<file path="src/sv/arpnh_pkg.sv">
// shared types and constants for the arp next-hop resolver
// depends on nothing; every other file of the block but arpnh_ram imports it
package arpnh_pkg;

    localparam int IP_W            = 32;
    localparam int MAC_W           = 48;
    localparam int STAMP_W         = 64;
    localparam int OPCODE_W        = 2;
    localparam int CFG_IDX_W       = 2;
    localparam int CFG_W           = 32;
    localparam int CACHE_DEPTH_DEF = 16;

    // register reset values, first octet in the low byte
    localparam logic [IP_W-1:0] LOCAL_RST   = 32'd251789322;  // 10.0.2.15
    localparam logic [IP_W-1:0] GATEWAY_RST = 32'd33685514;   // 10.0.2.2
    localparam logic [IP_W-1:0] MASK_RST    = 32'd16777215;   // 255.255.255.0

    typedef enum logic [OPCODE_W-1:0] {
        OP_LEARN   = 2'd0,
        OP_RESOLVE = 2'd1,
        OP_CLEAR   = 2'd2,
        OP_NOP     = 2'd3
    } t_opcode;

    typedef enum logic [CFG_IDX_W-1:0] {
        CFG_LOCAL   = 2'd0,
        CFG_GATEWAY = 2'd1,
        CFG_MASK    = 2'd2
    } t_cfg_idx;

    // controller to datapath
    typedef struct packed {
        logic load_item;  // capture the incoming item
        logic prep;       // route, broadcast test, first cache read
        logic scan;       // compare one cache entry
        logic update;     // cache, stamp and gateway latch writes
        logic finish;     // load the output register
    } t_cmd;

    // datapath to controller
    typedef struct packed {
        logic need_scan;  // the item has to walk the cache
        logic scan_done;  // current entry ends the walk
        logic out_free;   // output register can take a result
    } t_stat;

endpackage

</file>
<file path="src/sv/arpnh_in_if.sv">
// input channel of the resolver: valid/ready plus one request item
// depends on arpnh_pkg
interface arpnh_in_if import arpnh_pkg::*; ();

    logic                valid;
    logic                ready;
    logic [OPCODE_W-1:0] opcode;
    logic [IP_W-1:0]     dst_ip;
    logic [MAC_W-1:0]    mac_in;

    modport source (output valid, output opcode, output dst_ip, output mac_in, input ready);
    modport sink   (input valid, input opcode, input dst_ip, input mac_in, output ready);

endinterface

</file>
<file path="src/sv/arpnh_out_if.sv">
// output channel of the resolver: valid/ready plus one result item
// depends on arpnh_pkg
interface arpnh_out_if import arpnh_pkg::*; ();

    logic             valid;
    logic             ready;
    logic             found;
    logic [MAC_W-1:0] mac_out;
    logic [IP_W-1:0]  hop_ip;
    logic             broadcast_hit;

    modport source (output valid, output found, output mac_out, output hop_ip,
                    output broadcast_hit, input ready);
    modport sink   (input valid, input found, input mac_out, input hop_ip,
                    input broadcast_hit, output ready);

endinterface

</file>
<file path="src/sv/arpnh_ram.sv">
// generic single write port ram with one registered read port
// no dependencies
module arpnh_ram #(
    parameter int WIDTH = 8,
    parameter int DEPTH = 16,
    parameter int AW    = (DEPTH > 1) ? $clog2(DEPTH) : 1
) (
    input  logic             i_clk,
    input  logic             i_we,
    input  logic [AW-1:0]    i_waddr,
    input  logic [WIDTH-1:0] i_wdata,
    input  logic [AW-1:0]    i_raddr,
    output logic [WIDTH-1:0] o_rdata
);

    logic [WIDTH-1:0] r_mem [DEPTH];
    logic [WIDTH-1:0] r_rdata;

    always_ff @(posedge i_clk) begin
        if (i_we) begin
            r_mem[i_waddr] <= i_wdata;
        end
        r_rdata <= r_mem[i_raddr];
    end

    assign o_rdata = r_rdata;

endmodule

</file>
<file path="src/sv/arpnh_ctrl.sv">
// sequencing state machine of the resolver
// depends on arpnh_pkg; drives the datapath through t_cmd, reads t_stat
module arpnh_ctrl import arpnh_pkg::*; (
    input  logic  i_clk,
    input  logic  i_rst_n,
    input  logic  i_in_valid,
    output logic  o_in_ready,
    input  t_stat i_stat,
    output t_cmd  o_cmd
);

    typedef enum logic [2:0] {
        ST_IDLE,
        ST_PREP,
        ST_SCAN,
        ST_UPDATE,
        ST_FIN
    } t_state;

    t_state r_state, n_state;
    logic   r_in_ready;

    always_comb begin
        n_state = r_state;
        unique case (r_state)
            ST_IDLE:   if (r_in_ready && i_in_valid) n_state = ST_PREP;
            ST_PREP:   n_state = i_stat.need_scan ? ST_SCAN : ST_UPDATE;
            ST_SCAN:   if (i_stat.scan_done) n_state = ST_UPDATE;
            ST_UPDATE: n_state = ST_FIN;
            ST_FIN:    if (i_stat.out_free) n_state = ST_IDLE;
            default:   n_state = ST_IDLE;
        endcase
    end

    always_ff @(posedge i_clk) begin
        if (!i_rst_n) begin
            r_state    <= ST_IDLE;
            r_in_ready <= 1'b1;
        end else begin
            r_state    <= n_state;
            r_in_ready <= (n_state == ST_IDLE);
        end
    end

    always_comb begin
        o_cmd.load_item = r_in_ready && i_in_valid;
        o_cmd.prep      = (r_state == ST_PREP);
        o_cmd.scan      = (r_state == ST_SCAN);
        o_cmd.update    = (r_state == ST_UPDATE);
        o_cmd.finish    = (r_state == ST_FIN) && i_stat.out_free;
    end

    assign o_in_ready = r_in_ready;

    a_ready_in_idle: assert property (@(posedge i_clk) disable iff (!i_rst_n)
        r_in_ready == (r_state == ST_IDLE))
        else $error("input ready out of step with idle state");

    a_scan_done_in_scan: assert property (@(posedge i_clk) disable iff (!i_rst_n)
        i_stat.scan_done |-> (r_state == ST_SCAN))
        else $error("scan end reported outside a scan");

endmodule

</file>
<file path="src/sv/arpnh_dp.sv">
// datapath of the resolver: config registers, cache rams, scan and result logic
// depends on arpnh_pkg and arpnh_ram; commanded by arpnh_ctrl
module arpnh_dp import arpnh_pkg::*; #(
    parameter int CACHE_DEPTH = CACHE_DEPTH_DEF
) (
    input  logic                 i_clk,
    input  logic                 i_rst_n,
    input  logic                 i_cfg_we,
    input  logic [CFG_IDX_W-1:0] i_cfg_idx,
    input  logic [CFG_W-1:0]     i_cfg_wdata,
    input  logic [OPCODE_W-1:0]  i_opcode,
    input  logic [IP_W-1:0]      i_dst_ip,
    input  logic [MAC_W-1:0]     i_mac_in,
    input  logic                 i_out_ready,
    input  t_cmd                 i_cmd,
    output t_stat                o_stat,
    output logic                 o_out_valid,
    output logic                 o_found,
    output logic [MAC_W-1:0]     o_mac_out,
    output logic [IP_W-1:0]      o_hop_ip,
    output logic                 o_broadcast_hit
);

    localparam int IDX_W   = (CACHE_DEPTH > 1) ? $clog2(CACHE_DEPTH) : 1;
    localparam int IPMAC_W = IP_W + MAC_W;
    localparam logic [IDX_W-1:0] LAST = IDX_W'(CACHE_DEPTH - 1);

    function automatic logic is_bcast(input logic [IP_W-1:0] ip,
                                      input logic [IP_W-1:0] own_ip,
                                      input logic [IP_W-1:0] mask);
        return (ip == '1) || ((mask != '0) && (ip == (own_ip | ~mask)));
    endfunction

    function automatic logic [IP_W-1:0] pick_hop(input logic [IP_W-1:0] dst,
                                                 input logic [IP_W-1:0] own_ip,
                                                 input logic [IP_W-1:0] gw,
                                                 input logic [IP_W-1:0] mask);
        logic [IP_W-1:0] hop;
        if ((dst == gw) || is_bcast(dst, own_ip, mask)) begin
            hop = dst;
        end else if ((mask != '0) && ((dst & mask) == (own_ip & mask))) begin
            hop = dst;
        end else begin
            hop = (gw == '0) ? dst : gw;
        end
        return hop;
    endfunction

    // configuration
    logic [IP_W-1:0] r_local, r_gateway, r_mask;

    always_ff @(posedge i_clk) begin
        if (!i_rst_n) begin
            r_local   <= LOCAL_RST;
            r_gateway <= GATEWAY_RST;
            r_mask    <= MASK_RST;
        end else if (i_cfg_we) begin
            unique case (i_cfg_idx)
                CFG_LOCAL:   r_local   <= i_cfg_wdata[IP_W-1:0];
                CFG_GATEWAY: r_gateway <= i_cfg_wdata[IP_W-1:0];
                CFG_MASK:    r_mask    <= i_cfg_wdata[IP_W-1:0];
                default:     ;
            endcase
        end
    end

    // item and scan registers
    t_opcode             r_op;
    logic [IP_W-1:0]     r_ip;
    logic [MAC_W-1:0]    r_mac;
    logic [IP_W-1:0]     r_hop;
    logic [IP_W-1:0]     r_key;
    logic                r_bcast;
    logic                r_hit;
    logic [MAC_W-1:0]    r_hit_mac;
    logic [IDX_W-1:0]    r_rd_idx, r_cmp_idx, r_slot;
    logic [STAMP_W-1:0]  r_min;
    logic [CACHE_DEPTH-1:0] r_valid;
    logic [STAMP_W-1:0]  r_use_clock;
    logic [MAC_W-1:0]    r_gw_mac;
    logic                r_gw_known;

    // ram ports
    logic [IPMAC_W-1:0]  ipmac_rd;
    logic [STAMP_W-1:0]  stamp_rd;
    logic                ipmac_we, stamp_we;
    logic [STAMP_W-1:0]  n_use_clock;

    arpnh_ram #(.WIDTH(IPMAC_W), .DEPTH(CACHE_DEPTH), .AW(IDX_W)) u_ipmac_ram (
        .i_clk   (i_clk),
        .i_we    (ipmac_we),
        .i_waddr (r_slot),
        .i_wdata ({r_ip, r_mac}),
        .i_raddr (r_rd_idx),
        .o_rdata (ipmac_rd)
    );

    arpnh_ram #(.WIDTH(STAMP_W), .DEPTH(CACHE_DEPTH), .AW(IDX_W)) u_stamp_ram (
        .i_clk   (i_clk),
        .i_we    (stamp_we),
        .i_waddr (r_slot),
        .i_wdata (n_use_clock),
        .i_raddr (r_rd_idx),
        .o_rdata (stamp_rd)
    );

    // routing, evaluated during prep
    logic [IP_W-1:0] hop;
    logic            bcast_any;

    assign hop       = pick_hop(r_ip, r_local, r_gateway, r_mask);
    assign bcast_any = is_bcast(r_ip, r_local, r_mask) || is_bcast(hop, r_local, r_mask);

    // entry compare
    logic [IP_W-1:0]  d_ip;
    logic [MAC_W-1:0] d_mac;
    logic             e_valid, e_match, learn_stop, e_stop, e_last;
    logic             learn_write, hit_write;

    assign d_ip        = ipmac_rd[IPMAC_W-1:MAC_W];
    assign d_mac       = ipmac_rd[MAC_W-1:0];
    assign e_valid     = r_valid[r_cmp_idx];
    assign e_match     = e_valid && (d_ip == r_key);
    assign learn_stop  = e_match || !e_valid;
    assign e_stop      = (r_op == OP_LEARN) ? learn_stop : e_match;
    assign e_last      = (r_cmp_idx == LAST);
    assign learn_write = (r_op == OP_LEARN) && (r_ip != '0);
    assign hit_write   = (r_op == OP_RESOLVE) && r_hit;
    assign ipmac_we    = i_cmd.update && learn_write;
    assign stamp_we    = i_cmd.update && (learn_write || hit_write);
    assign n_use_clock = r_use_clock + STAMP_W'(1);

    always_comb begin
        o_stat.need_scan = learn_write || ((r_op == OP_RESOLVE) && !bcast_any);
        o_stat.scan_done = i_cmd.scan && (e_stop || e_last);
        o_stat.out_free  = !o_out_valid || i_out_ready;
    end

    always_ff @(posedge i_clk) begin
        if (!i_rst_n) begin
            r_rd_idx  <= '0;
            r_cmp_idx <= '0;
        end else if (i_cmd.load_item) begin
            r_rd_idx  <= '0;
        end else if (i_cmd.prep || i_cmd.scan) begin
            // read address runs one entry ahead of the compare
            r_cmp_idx <= r_rd_idx;
            r_rd_idx  <= (r_rd_idx == LAST) ? r_rd_idx : r_rd_idx + IDX_W'(1);
        end
    end

    always_ff @(posedge i_clk) begin
        if (i_cmd.load_item) begin
            r_op  <= t_opcode'(i_opcode);
            r_ip  <= i_dst_ip;
            r_mac <= i_mac_in;
        end
        if (i_cmd.prep) begin
            r_hop   <= hop;
            r_bcast <= bcast_any;
            r_key   <= (r_op == OP_RESOLVE) ? hop : r_ip;
            r_hit   <= 1'b0;
        end
        if (i_cmd.scan) begin
            if (r_op == OP_LEARN) begin
                // first match or hole ends the walk, else track oldest stamp
                if (learn_stop || (r_cmp_idx == '0) || (stamp_rd < r_min)) begin
                    r_slot <= r_cmp_idx;
                    r_min  <= stamp_rd;
                end
            end else if (e_match) begin
                r_hit     <= 1'b1;
                r_slot    <= r_cmp_idx;
                r_hit_mac <= d_mac;
            end
        end
    end

    // cache state
    always_ff @(posedge i_clk) begin
        if (!i_rst_n) begin
            r_valid     <= '0;
            r_use_clock <= '0;
            r_gw_known  <= 1'b0;
        end else if (i_cmd.update) begin
            if (stamp_we) begin
                r_use_clock <= n_use_clock;
            end
            if (learn_write) begin
                r_valid[r_slot] <= 1'b1;
            end
            if ((r_op == OP_LEARN) && (r_ip == r_gateway)) begin
                r_gw_known <= 1'b1;
            end
            if (r_op == OP_CLEAR) begin
                r_valid    <= '0;
                r_gw_known <= 1'b0;
            end
        end
    end

    always_ff @(posedge i_clk) begin
        if (i_cmd.update && (r_op == OP_LEARN) && (r_ip == r_gateway)) begin
            r_gw_mac <= r_mac;
        end
    end

    // result
    logic             res_found, res_bcast;
    logic [MAC_W-1:0] res_mac;
    logic [IP_W-1:0]  res_hop;

    always_comb begin
        res_found = 1'b0;
        res_bcast = 1'b0;
        res_mac   = '0;
        res_hop   = '0;
        if (r_op == OP_RESOLVE) begin
            res_hop = r_hop;
            if (r_bcast) begin
                res_found = 1'b1;
                res_bcast = 1'b1;
                res_mac   = '1;
            end else if (r_hit) begin
                res_found = 1'b1;
                res_mac   = r_hit_mac;
            end else if (r_gw_known && (r_hop == r_gateway)) begin
                res_found = 1'b1;
                res_mac   = r_gw_mac;
            end
        end
    end

    logic r_out_valid;

    always_ff @(posedge i_clk) begin
        if (!i_rst_n) begin
            r_out_valid <= 1'b0;
        end else if (i_cmd.finish) begin
            r_out_valid <= 1'b1;
        end else if (i_out_ready) begin
            r_out_valid <= 1'b0;
        end
    end

    always_ff @(posedge i_clk) begin
        if (i_cmd.finish) begin
            o_found         <= res_found;
            o_mac_out       <= res_mac;
            o_hop_ip        <= res_hop;
            o_broadcast_hit <= res_bcast;
        end
    end

    assign o_out_valid = r_out_valid;

    a_learn_sets_valid: assert property (@(posedge i_clk) disable iff (!i_rst_n)
        (i_cmd.update && learn_write) |=> r_valid[$past(r_slot)])
        else $error("learned entry not marked valid");

    a_use_clock_step: assert property (@(posedge i_clk) disable iff (!i_rst_n)
        $past(i_rst_n) |-> ((r_use_clock == $past(r_use_clock)) ||
                            (r_use_clock == $past(r_use_clock) + STAMP_W'(1))))
        else $error("use clock moved by more than one");

    a_rd_idx_range: assert property (@(posedge i_clk) disable iff (!i_rst_n)
        (r_rd_idx <= LAST) && (r_cmp_idx <= LAST))
        else $error("cache index past last entry");

endmodule

</file>
<file path="src/sv/arp_next_hop_resolver.sv">
// result registered after prep, scan over 1..CACHE_DEPTH entries, update and finish;
// learn of ip zero, broadcast, clear and no-op skip the walk
// the next item is taken in only once the last has finished; the walk reads one entry
// per cycle over the cache rams' single read port
// a finished result waits in the output register while the next item is taken in
// reset (synchronous, active low): cache empty, gateway mac unknown, use clock zero
module arp_next_hop_resolver import arpnh_pkg::*; #(
    parameter int CACHE_DEPTH = CACHE_DEPTH_DEF
) (
    input  logic                 i_clk,
    input  logic                 i_rst_n,
    input  logic                 i_cfg_we,
    input  logic [CFG_IDX_W-1:0] i_cfg_idx,
    input  logic [CFG_W-1:0]     i_cfg_wdata,
    arpnh_in_if.sink             i_in,
    arpnh_out_if.source          o_out
);

    // command and status between sequencer and datapath
    t_cmd  cmd;
    t_stat stat;
    logic  in_ready;

    // sequencer: idle, prep, scan, update, finish
    arpnh_ctrl u_ctrl (
        .i_clk      (i_clk),
        .i_rst_n    (i_rst_n),
        .i_in_valid (i_in.valid),
        .o_in_ready (in_ready),
        .i_stat     (stat),
        .o_cmd      (cmd)
    );

    // datapath: config registers, cache rams, lru scan, output register
    arpnh_dp #(.CACHE_DEPTH(CACHE_DEPTH)) u_dp (
        .i_clk           (i_clk),
        .i_rst_n         (i_rst_n),
        .i_cfg_we        (i_cfg_we),
        .i_cfg_idx       (i_cfg_idx),
        .i_cfg_wdata     (i_cfg_wdata),
        .i_opcode        (i_in.opcode),
        .i_dst_ip        (i_in.dst_ip),
        .i_mac_in        (i_in.mac_in),
        .i_out_ready     (o_out.ready),
        .i_cmd           (cmd),
        .o_stat          (stat),
        .o_out_valid     (o_out.valid),
        .o_found         (o_out.found),
        .o_mac_out       (o_out.mac_out),
        .o_hop_ip        (o_out.hop_ip),
        .o_broadcast_hit (o_out.broadcast_hit)
    );

    // input transfer happens only while the sequencer sits idle
    assign i_in.ready = in_ready;

endmodule
</file>
<file path="src/flat_wrapper.sv">
// flat-port wrapper written by rule: the top's interface ports become plain ports
module arp_next_hop_resolver_flat import arpnh_pkg::*;
#(
    parameter int CACHE_DEPTH = CACHE_DEPTH_DEF
)
  (i_clk, i_rst_n, i_cfg_we, i_cfg_idx, i_cfg_wdata, i_in_valid, i_in_opcode, i_in_dst_ip, i_in_mac_in, i_in_ready, o_out_valid, o_out_found, o_out_mac_out, o_out_hop_ip, o_out_broadcast_hit, o_out_ready);
  arpnh_in_if i_in_i ();
  arpnh_out_if o_out_i ();
  input  logic i_clk;
  input  logic i_rst_n;
  input  logic i_cfg_we;
  input  logic [CFG_IDX_W-1:0] i_cfg_idx;
  input  logic [CFG_W-1:0] i_cfg_wdata;
  input wire logic [$bits(i_in_i.valid)-1:0] i_in_valid;
  input wire logic [$bits(i_in_i.opcode)-1:0] i_in_opcode;
  input wire logic [$bits(i_in_i.dst_ip)-1:0] i_in_dst_ip;
  input wire logic [$bits(i_in_i.mac_in)-1:0] i_in_mac_in;
  output wire logic [$bits(i_in_i.ready)-1:0] i_in_ready;
  output wire logic [$bits(o_out_i.valid)-1:0] o_out_valid;
  output wire logic [$bits(o_out_i.found)-1:0] o_out_found;
  output wire logic [$bits(o_out_i.mac_out)-1:0] o_out_mac_out;
  output wire logic [$bits(o_out_i.hop_ip)-1:0] o_out_hop_ip;
  output wire logic [$bits(o_out_i.broadcast_hit)-1:0] o_out_broadcast_hit;
  input wire logic [$bits(o_out_i.ready)-1:0] o_out_ready;
  assign i_in_i.valid = i_in_valid;
  assign i_in_i.opcode = i_in_opcode;
  assign i_in_i.dst_ip = i_in_dst_ip;
  assign i_in_i.mac_in = i_in_mac_in;
  assign i_in_ready = i_in_i.ready;
  assign o_out_valid = o_out_i.valid;
  assign o_out_found = o_out_i.found;
  assign o_out_mac_out = o_out_i.mac_out;
  assign o_out_hop_ip = o_out_i.hop_ip;
  assign o_out_broadcast_hit = o_out_i.broadcast_hit;
  assign o_out_i.ready = o_out_ready;
  arp_next_hop_resolver #(.CACHE_DEPTH(CACHE_DEPTH)) u_core (.i_clk(i_clk), .i_rst_n(i_rst_n), .i_cfg_we(i_cfg_we), .i_cfg_idx(i_cfg_idx), .i_cfg_wdata(i_cfg_wdata), .i_in(i_in_i), .o_out(o_out_i));
endmodule
</file>
<file path="config.mk">
export PLATFORM = sky130hd
export DESIGN_NAME = arp_next_hop_resolver_flat
export DESIGN_NICKNAME = d
export VERILOG_FILES = /design/src/sv/arpnh_pkg.sv /design/src/sv/arpnh_in_if.sv /design/src/sv/arpnh_out_if.sv /design/src/sv/arpnh_ram.sv /design/src/sv/arpnh_ctrl.sv /design/src/sv/arpnh_dp.sv /design/src/sv/arp_next_hop_resolver.sv /design/src/flat_wrapper.sv
export SDC_FILE = /design/constraint.sdc
export NUM_CORES = 2
export LEC_CHECK = 0
export BUFFER_PORTS_ARGS = -buffer_cell sky130_fd_sc_hd__buf_2
export CORE_MARGIN = 2
export CORE_UTILIZATION = 35
export CTS_BUF_LIST = sky130_fd_sc_hd__clkbuf_4 sky130_fd_sc_hd__clkbuf_8
export DETAILED_ROUTE_END_ITERATION = 8
export GPL_TIMING_DRIVEN = 0
export PLACE_DENSITY = 0.56
export SETUP_SLACK_MARGIN = 0.02
export SYNTH_ARGS = -nofsm -noshare
export SYNTH_HDL_FRONTEND = slang
export SYNTH_SLANG_ARGS = --single-unit
</file>
<file path="constraint.sdc">
create_clock -name i_clk -period 10.3 [get_ports i_clk]
set_clock_uncertainty 0.2 [all_clocks]
set_input_delay 1.03 -clock i_clk [delete_from_list [all_inputs] [get_ports i_clk]]
set_output_delay 1.03 -clock i_clk [all_outputs]
set_load 0.01 [all_outputs]
</file>
# After elaboration in Yosys (flattened, before gate mapping)

Memory sizes are Yosys's and may differ from the RTL's. A register that Yosys moved wholly into a read port is not among the register bits.
Cells that the tools add are included.

Bits in registers: 584
RAM bits: 2304
Bits of input ports: 121
Output and inout bits: 84
Logic and storage cells: 156
Memories: 2

Add/sub/neg operators: 2
Order comparisons: 4
Equal/unequal tests: 19
Muxes and demuxes: 38
Bitwise operators: 9
Reduce and logical (&&, ||, !) cells: 56

Memories:

| name                          | depth | bits a word | rd ports | clocked after Yosys merged registers in | write ports | line            | RTL |
|---|---|---|---|---|---|---|---|
| u_core.u_dp.u_ipmac_ram.r_mem | 16    | 80          | 1        | 1                                       | 1           | arpnh_ram.sv:16 | `logic [WIDTH-1:0] r_mem [DEPTH];` |
| u_core.u_dp.u_stamp_ram.r_mem | 16    | 64          | 1        | 1                                       | 1           | arpnh_ram.sv:16 |  |

Operators by type and width:

| operator              | number |
|---|---|
| $eq 32x32->1          | 6 |
| $mux 48               | 3 |
| $mux 32               | 4 |
| $add 64x1->64 const B | 1 |
| $and 32x32->32        | 2 |
| $eq 32x32->1 const B  | 2 |
| $lt 64x64->1          | 1 |
| $reduce_bool 32->1    | 2 |
| $logic_not 32->1      | 1 |
| $mux 16               | 2 |
| $not 32->32           | 1 |
| $or 32x32->32         | 1 |
| $mux 1                | 20 |
| $logic_and 1x1->1     | 17 |
| $or 16x16->16         | 1 |
| $reduce_and 2->1      | 8 |
| $pmux 3 s5            | 1 |
| $logic_or 1x1->1      | 12 |
| $mux 4                | 3 |
| $lt 4x5->1 const B    | 2 |
| $mux 3                | 3 |
| $reduce_and 3->1      | 3 |
| $eq 4x4->1 const B    | 2 |
| $reduce_bool 2->1     | 4 |
| other kinds (16)      | 26 |

# Depth between registers and ports, before layout

Word-level depth: 17
Mapped depth: 13
Mapped depth without buffers: 13

# Modules after synthesis

A second synthesis with hierarchy kept.

Cell total of the unflattened synthesis: 6096
Area total of the unflattened synthesis: 115859.9 um2

Modules (own cells, without submodules):

| module                               | times used | cells an instance | area an instance (um2) | seq. area each (um2) |
|---|---|---|---|---|
| arpnh_ram at u_core.u_dp.u_ipmac_ram | 1          | 2054              | 49422.4                | 40038.4 |
| arpnh_ram at u_core.u_dp.u_stamp_ram | 1          | 1647              | 39581.7                | 32030.7 |
| arpnh_dp                             | 1          | 2372              | 26655.6                | 15544.9 |
| arpnh_ctrl                           | 1          | 23                | 200.2                  | 80.1 |

# Worst setup path before layout

OpenSTA, ideal clock, no wires.

Path kind: register -> register
From: register u_core.u_dp.r_ip[4]
To: register u_core.u_dp.r_gw_mac[0] (enable)
Setup time: 0.576 ns
Arrival: 6.142 ns
Required time: 9.524 ns
Path slack: 3.382 ns
Cell stages (with the launch flop): 7
Path buffers: 1
Clock period less this slack: 6.918 ns
Cells stage by stage: edfxtp_1 -> clkbuf_1 -> xnor2_1 -> nand4_1 -> nor4_1 -> nand2_1 -> nor4_1

Cells in the longest elaborated chain, start to end: 2

RTL lines:

| element                | line            | RTL |
|---|---|---|
| from (decl)            | arpnh_dp.sv:69  | `logic [IP_W-1:0] r_ip;` |
| from (signal assigned) | arpnh_dp.sv:155 | `r_ip <= i_dst_ip;` |
| $eq 32x32->1           | arpnh_dp.sv:203 | `if (i_cmd.update && (r_op == OP_LEARN) && (r_ip == r_gateway)) begin` |
| $logic_and 1x1->1      | arpnh_dp.sv:203 |  |
| to (signal assigned)   | arpnh_dp.sv:204 | `r_gw_mac <= r_mac;` |
| to (decl)              | arpnh_dp.sv:80  | `logic [MAC_W-1:0] r_gw_mac;` |

Every way passes these cells.
A chain may end at the register's enable or synchronous reset.

# Worst setup path in the final report

From: register u_core.u_dp.r_ip[1]
To: memory u_core.u_dp.u_stamp_ram.r_mem[8][12] in the netlist's numbering (enable)

Cells in the longest elaborated chain, start to end: 6

RTL lines:

| element                      | line            | RTL |
|---|---|---|
| $reduce_bool 32->1           | arpnh_dp.sv:127 | `assign learn_write = (r_op == OP_LEARN) && (r_ip != '0);` |
| $logic_and 1x1->1            | arpnh_dp.sv:127 |  |
| $logic_or 1x1->1             | arpnh_dp.sv:130 | `assign stamp_we = i_cmd.update && (learn_write \|\| hit_write);` |
| $logic_and 1x1->1            | arpnh_dp.sv:130 |  |
| $mux 1                       | arpnh_ram.sv:20 | `if (i_we) begin` |
| $mux 1 (not written as such) | arpnh_ram.sv:21 | `r_mem[i_waddr] <= i_wdata;` |
| to (decl)                    | arpnh_ram.sv:16 |  |

Every way passes these cells.

==> metrics.txt <==
status finished clean; vias in the first global route between 60,000 and 70,000; Max VDD drop about 130 uV; Place WS 3.93 ns; Post-synth top flop edfxtp_1; Final Core Density 0.417; initial antenna violation count 46; routed length per instance approximately 29 um; Synth Cell Area 0.116 mm2; Synth area leaders edfxtp_1 (70%), mux4_2 (14%), dfxtp_1 (5.8%), nand2_1 (1.3%), xnor2_1 (1.0%); largest net degree at the start of global routing 43; die area ~0.34 mm2; Clock Path Buffers 4; RR Endpoint u_core.u_dp.u_stamp_ram.r_mem[8][12]; Crit. Startpoint u_core.u_dp.r_ip[1]; TritonCTS clock tree built; vias per cell about 5.3; kind of critical path reg -> reg; R2R depth 11; gpl congestion about 0.94; R2R Setup Slk 3.91 ns; Syn Nets between 6,000 and 7,000; asr flop ratio synth 0; layout filler cell count just under 30,000; CTS H-tree lvls 5; Peak Freq 0.156 GHz; Max Slew Vio Count 0; post-layout min period 6.39 ns; Routed WL between 300 and 400 mm; Post-layout nets around 7,000; Hold Crit Class in -> reg; hpwl dp 232 mm; placed instance area about 0.13 mm2; total track usage 0.200; CP max FO 21; Rows roughly 210; clock slew at reported path FFs roughly 0.060 ns; Core Box Area around 0.33 mm2; Initial Util 0.352; first-pass GRT wire length roughly 480 mm; # clock sinks 3,032; WP data required between 10 and 15 ns; Worst Tran Pin Value approximately 1.4 ns; Post-synth top cells edfxtp_1 (2,697), mux4_2 (724), nand2_1 (414), dfxtp_1 (335), clkbuf_1 (268); CP Capture Point u_core.u_dp.u_stamp_ram.r_mem[8][12]; grt total ovfl 0; Port Buf Inserts 203; Seq. cell area slightly below 0.09 mm2; RSZ-0062 raised after global routing no; footprint of the multi-input gates 0.0275 mm2; synth unique cells 65; Critical Path End Type flop; Post-synth EDFFs approximately 2,700; Static Leak between 40 and 50 nW; Synth Area in Simple Gates 0.0472; Syn Area/Cell a little under 20 um2; drt pass-1 iters 6; Final Cell Area between 0.1 and 0.15 mm2; Pwr per Cell Area approximately 210 mW/mm2; die height between 500 and 600 um; Top Ports about 200; Clock Latency Late Sink around 1.2 ns; share of cells above drive strength 1 0.274; Synth Area in XOR/XNOR 0.0171; post-CTS sizing 0; number of synthesized register bits roughly 3,000; Critical Path Start Type flop; Hold Fails Final Rpt 0; Max Cap Viol 0; via count between 60,000 and 70,000; crit share post-route 0.620; worst setup margin approximately 3.9 ns; DR DRC count 0; area fraction of the dominant cell type after synthesis 0.695; Final ANT Viol Nets 0; largest family of logic cells by synthesized area multiplexers; RR Startpoint u_core.u_dp.r_ip[1]; post-synthesis sequential area ratio 0.753; cell count after synthesis between 6,000 and 7,000; CTS buffer count 484; Compound-Gate Fraction of Synth Area 0.0185; Critical Path AT roughly 7 ns; multiplexer share of the synthesized area 0.143; Setup Viol. Count Final 0; Post-Synth Adder-Cell Area 0.00698; die width approximately 580 um; count leader, synth edfxtp_1; synth warn 0; initial DRC count approximately 7,100; P&R area growth vs syn 18.5%; Slew HR 0.0872; leading area contributor after synthesis edfxtp_1; Root Buffer clkbuf_8
## cells in the final DEF, fill, tap and decap left out, drive strengths merged, types with 16 or more instances in the layout
cell type / synthesis / final
a211oi: 25 / 25
a21o: 40 / 40
a21oi: 151 / 151
and2: 57 / 57
and3: 20 / 20
buf: 68 / 442
clkbuf: 273 / 990
clkinv: 0 / 155
dfxtp: 335 / 335
diode: 0 / 16
dlygate4sd3: 0 / 113
edfxtp: 2697 / 2697
ha: 65 / 65
inv: 95 / 115
mux2: 16 / 16
mux2i: 16 / 16
mux4: 724 / 724
nand2: 415 / 415
nand2b: 28 / 28
nand3: 82 / 82
nand3b: 46 / 46
nand4: 67 / 67
nor2: 235 / 235
nor2b: 38 / 38
nor3: 42 / 42
nor4: 70 / 70
o21ai: 46 / 46
o22ai: 26 / 26
xnor2: 135 / 135
xor2: 93 / 93
## critical path: stages (launching register included)
cell      delay [ns]
edfxtp_1        0.63
clkbuf_1        0.54
nor4_1          0.43
nand4_1         0.32
o21ai_0         0.62
a21o_1          0.25
clkbuf_1        0.60
clkbuf_1        0.61
clkbuf_1        0.97
nor2_4          0.37
buf_12          0.30
buf_12          0.18
## layout make-up
class / count / share of cell area
flip-flops and latches: 3032 / 0.635
multi-input cells: 2546 / 0.199
clock buffers: 716 / 0.0628
repair buffers: 488 / 0.0402
well taps: 4366 / 0.0396
clock inverters: 196 / 0.0103
plain buffers: 341 / 0.00962
inverters: 95 / 0.00258
diodes: 16 / 0.000290
## what timing repair did
item	in CTS	in global routing
setup endpoints to repair	0	0
hold buffers	113	0
setup buffers	0	0
endpoints found under the hold margin	177	0
## flip-flops by register name (all words and copies together) (netlist names), 64 cells and up
name	cells
u_core.u_dp.u_ipmac_ram.o_rdata	80
u_core.u_dp.r_min	64
u_core.u_dp.u_stamp_ram.r_mem	1024
u_core.u_dp.r_use_clock	64
u_core.u_dp.u_stamp_ram.o_rdata	64
u_core.u_dp.u_ipmac_ram.r_mem	1280
## power by group
part | switching [mW] | leakage (nW) | total [mW] | internal, mW
clock | 4.87 | 5.36 | 10.6 | 5.74
combinational | 2.32 | 11.4 | 4.26 | 1.95
sequential | 0.377 | 27.3 | 14.3 | 13.9
## per-stage QoR
step            TNS, ns  total power [mW]  cells  hold WS, ns
2_1_floorplan         0              17.2   6014        0.186
3_3_place_gp   -4415.43              18.8  10600        0.187
3_5_place_dp          0              18.9  10800        0.189
4_1_cts               0              29.5  11800       0.0101
5_1_grt               0              30.3  11800       0.0322
6_report              0              29.2  11800       0.0931
## routing by layer
| layer | up-vias | global-route usage | wire (um) |
|---|---|---|---|
| li1 | 26100 | - | - |
| met1 | 33200 | 0.265 | 139000 |
| met2 | 2617 | 0.335 | 169000 |
| met3 | 617 | 0.0296 | 22500 |
| met4 | 8 | 0.0669 | 11700 |
| met5 | - | 0 | 49 |
## how the worst min path moves through the flow
| stage | start | depth (start not counted) | end | slack, ns |
|---|---|---|---|---|
| floorplan | u_core.u_dp.u_ipmac_ram.o_rdata[0] | 0 | u_core.u_dp.r_hit_mac[0] | 0.19 |
| global placement | u_core.u_dp.u_ipmac_ram.o_rdata[30] | 0 | u_core.u_dp.r_hit_mac[30] | 0.19 |
| detailed placement | u_core.u_dp.u_ipmac_ram.o_rdata[36] | 0 | u_core.u_dp.r_hit_mac[36] | 0.19 |
| CTS | i_in_dst_ip[31] | 1 | u_core.u_dp.r_ip[31] | 0.01 |
| global route | i_in_dst_ip[31] | 1 | u_core.u_dp.r_ip[31] | 0.03 |
| finish | i_in_dst_ip[31] | 1 | u_core.u_dp.r_ip[31] | 0.09 |
## logic make-up (layout without fill, tap and decap cells)
logic type      after synthesis  after routing
flops                      3032           3032
simple gates               1144           1144
mux                         756            756
buf+inv                     436           1836
compound gates              353            353
xor+xnor                    228            228
fa+ha+maj                    65             65
other cells                   0             16
Note: power is estimated with default switching activity, not from simulation.
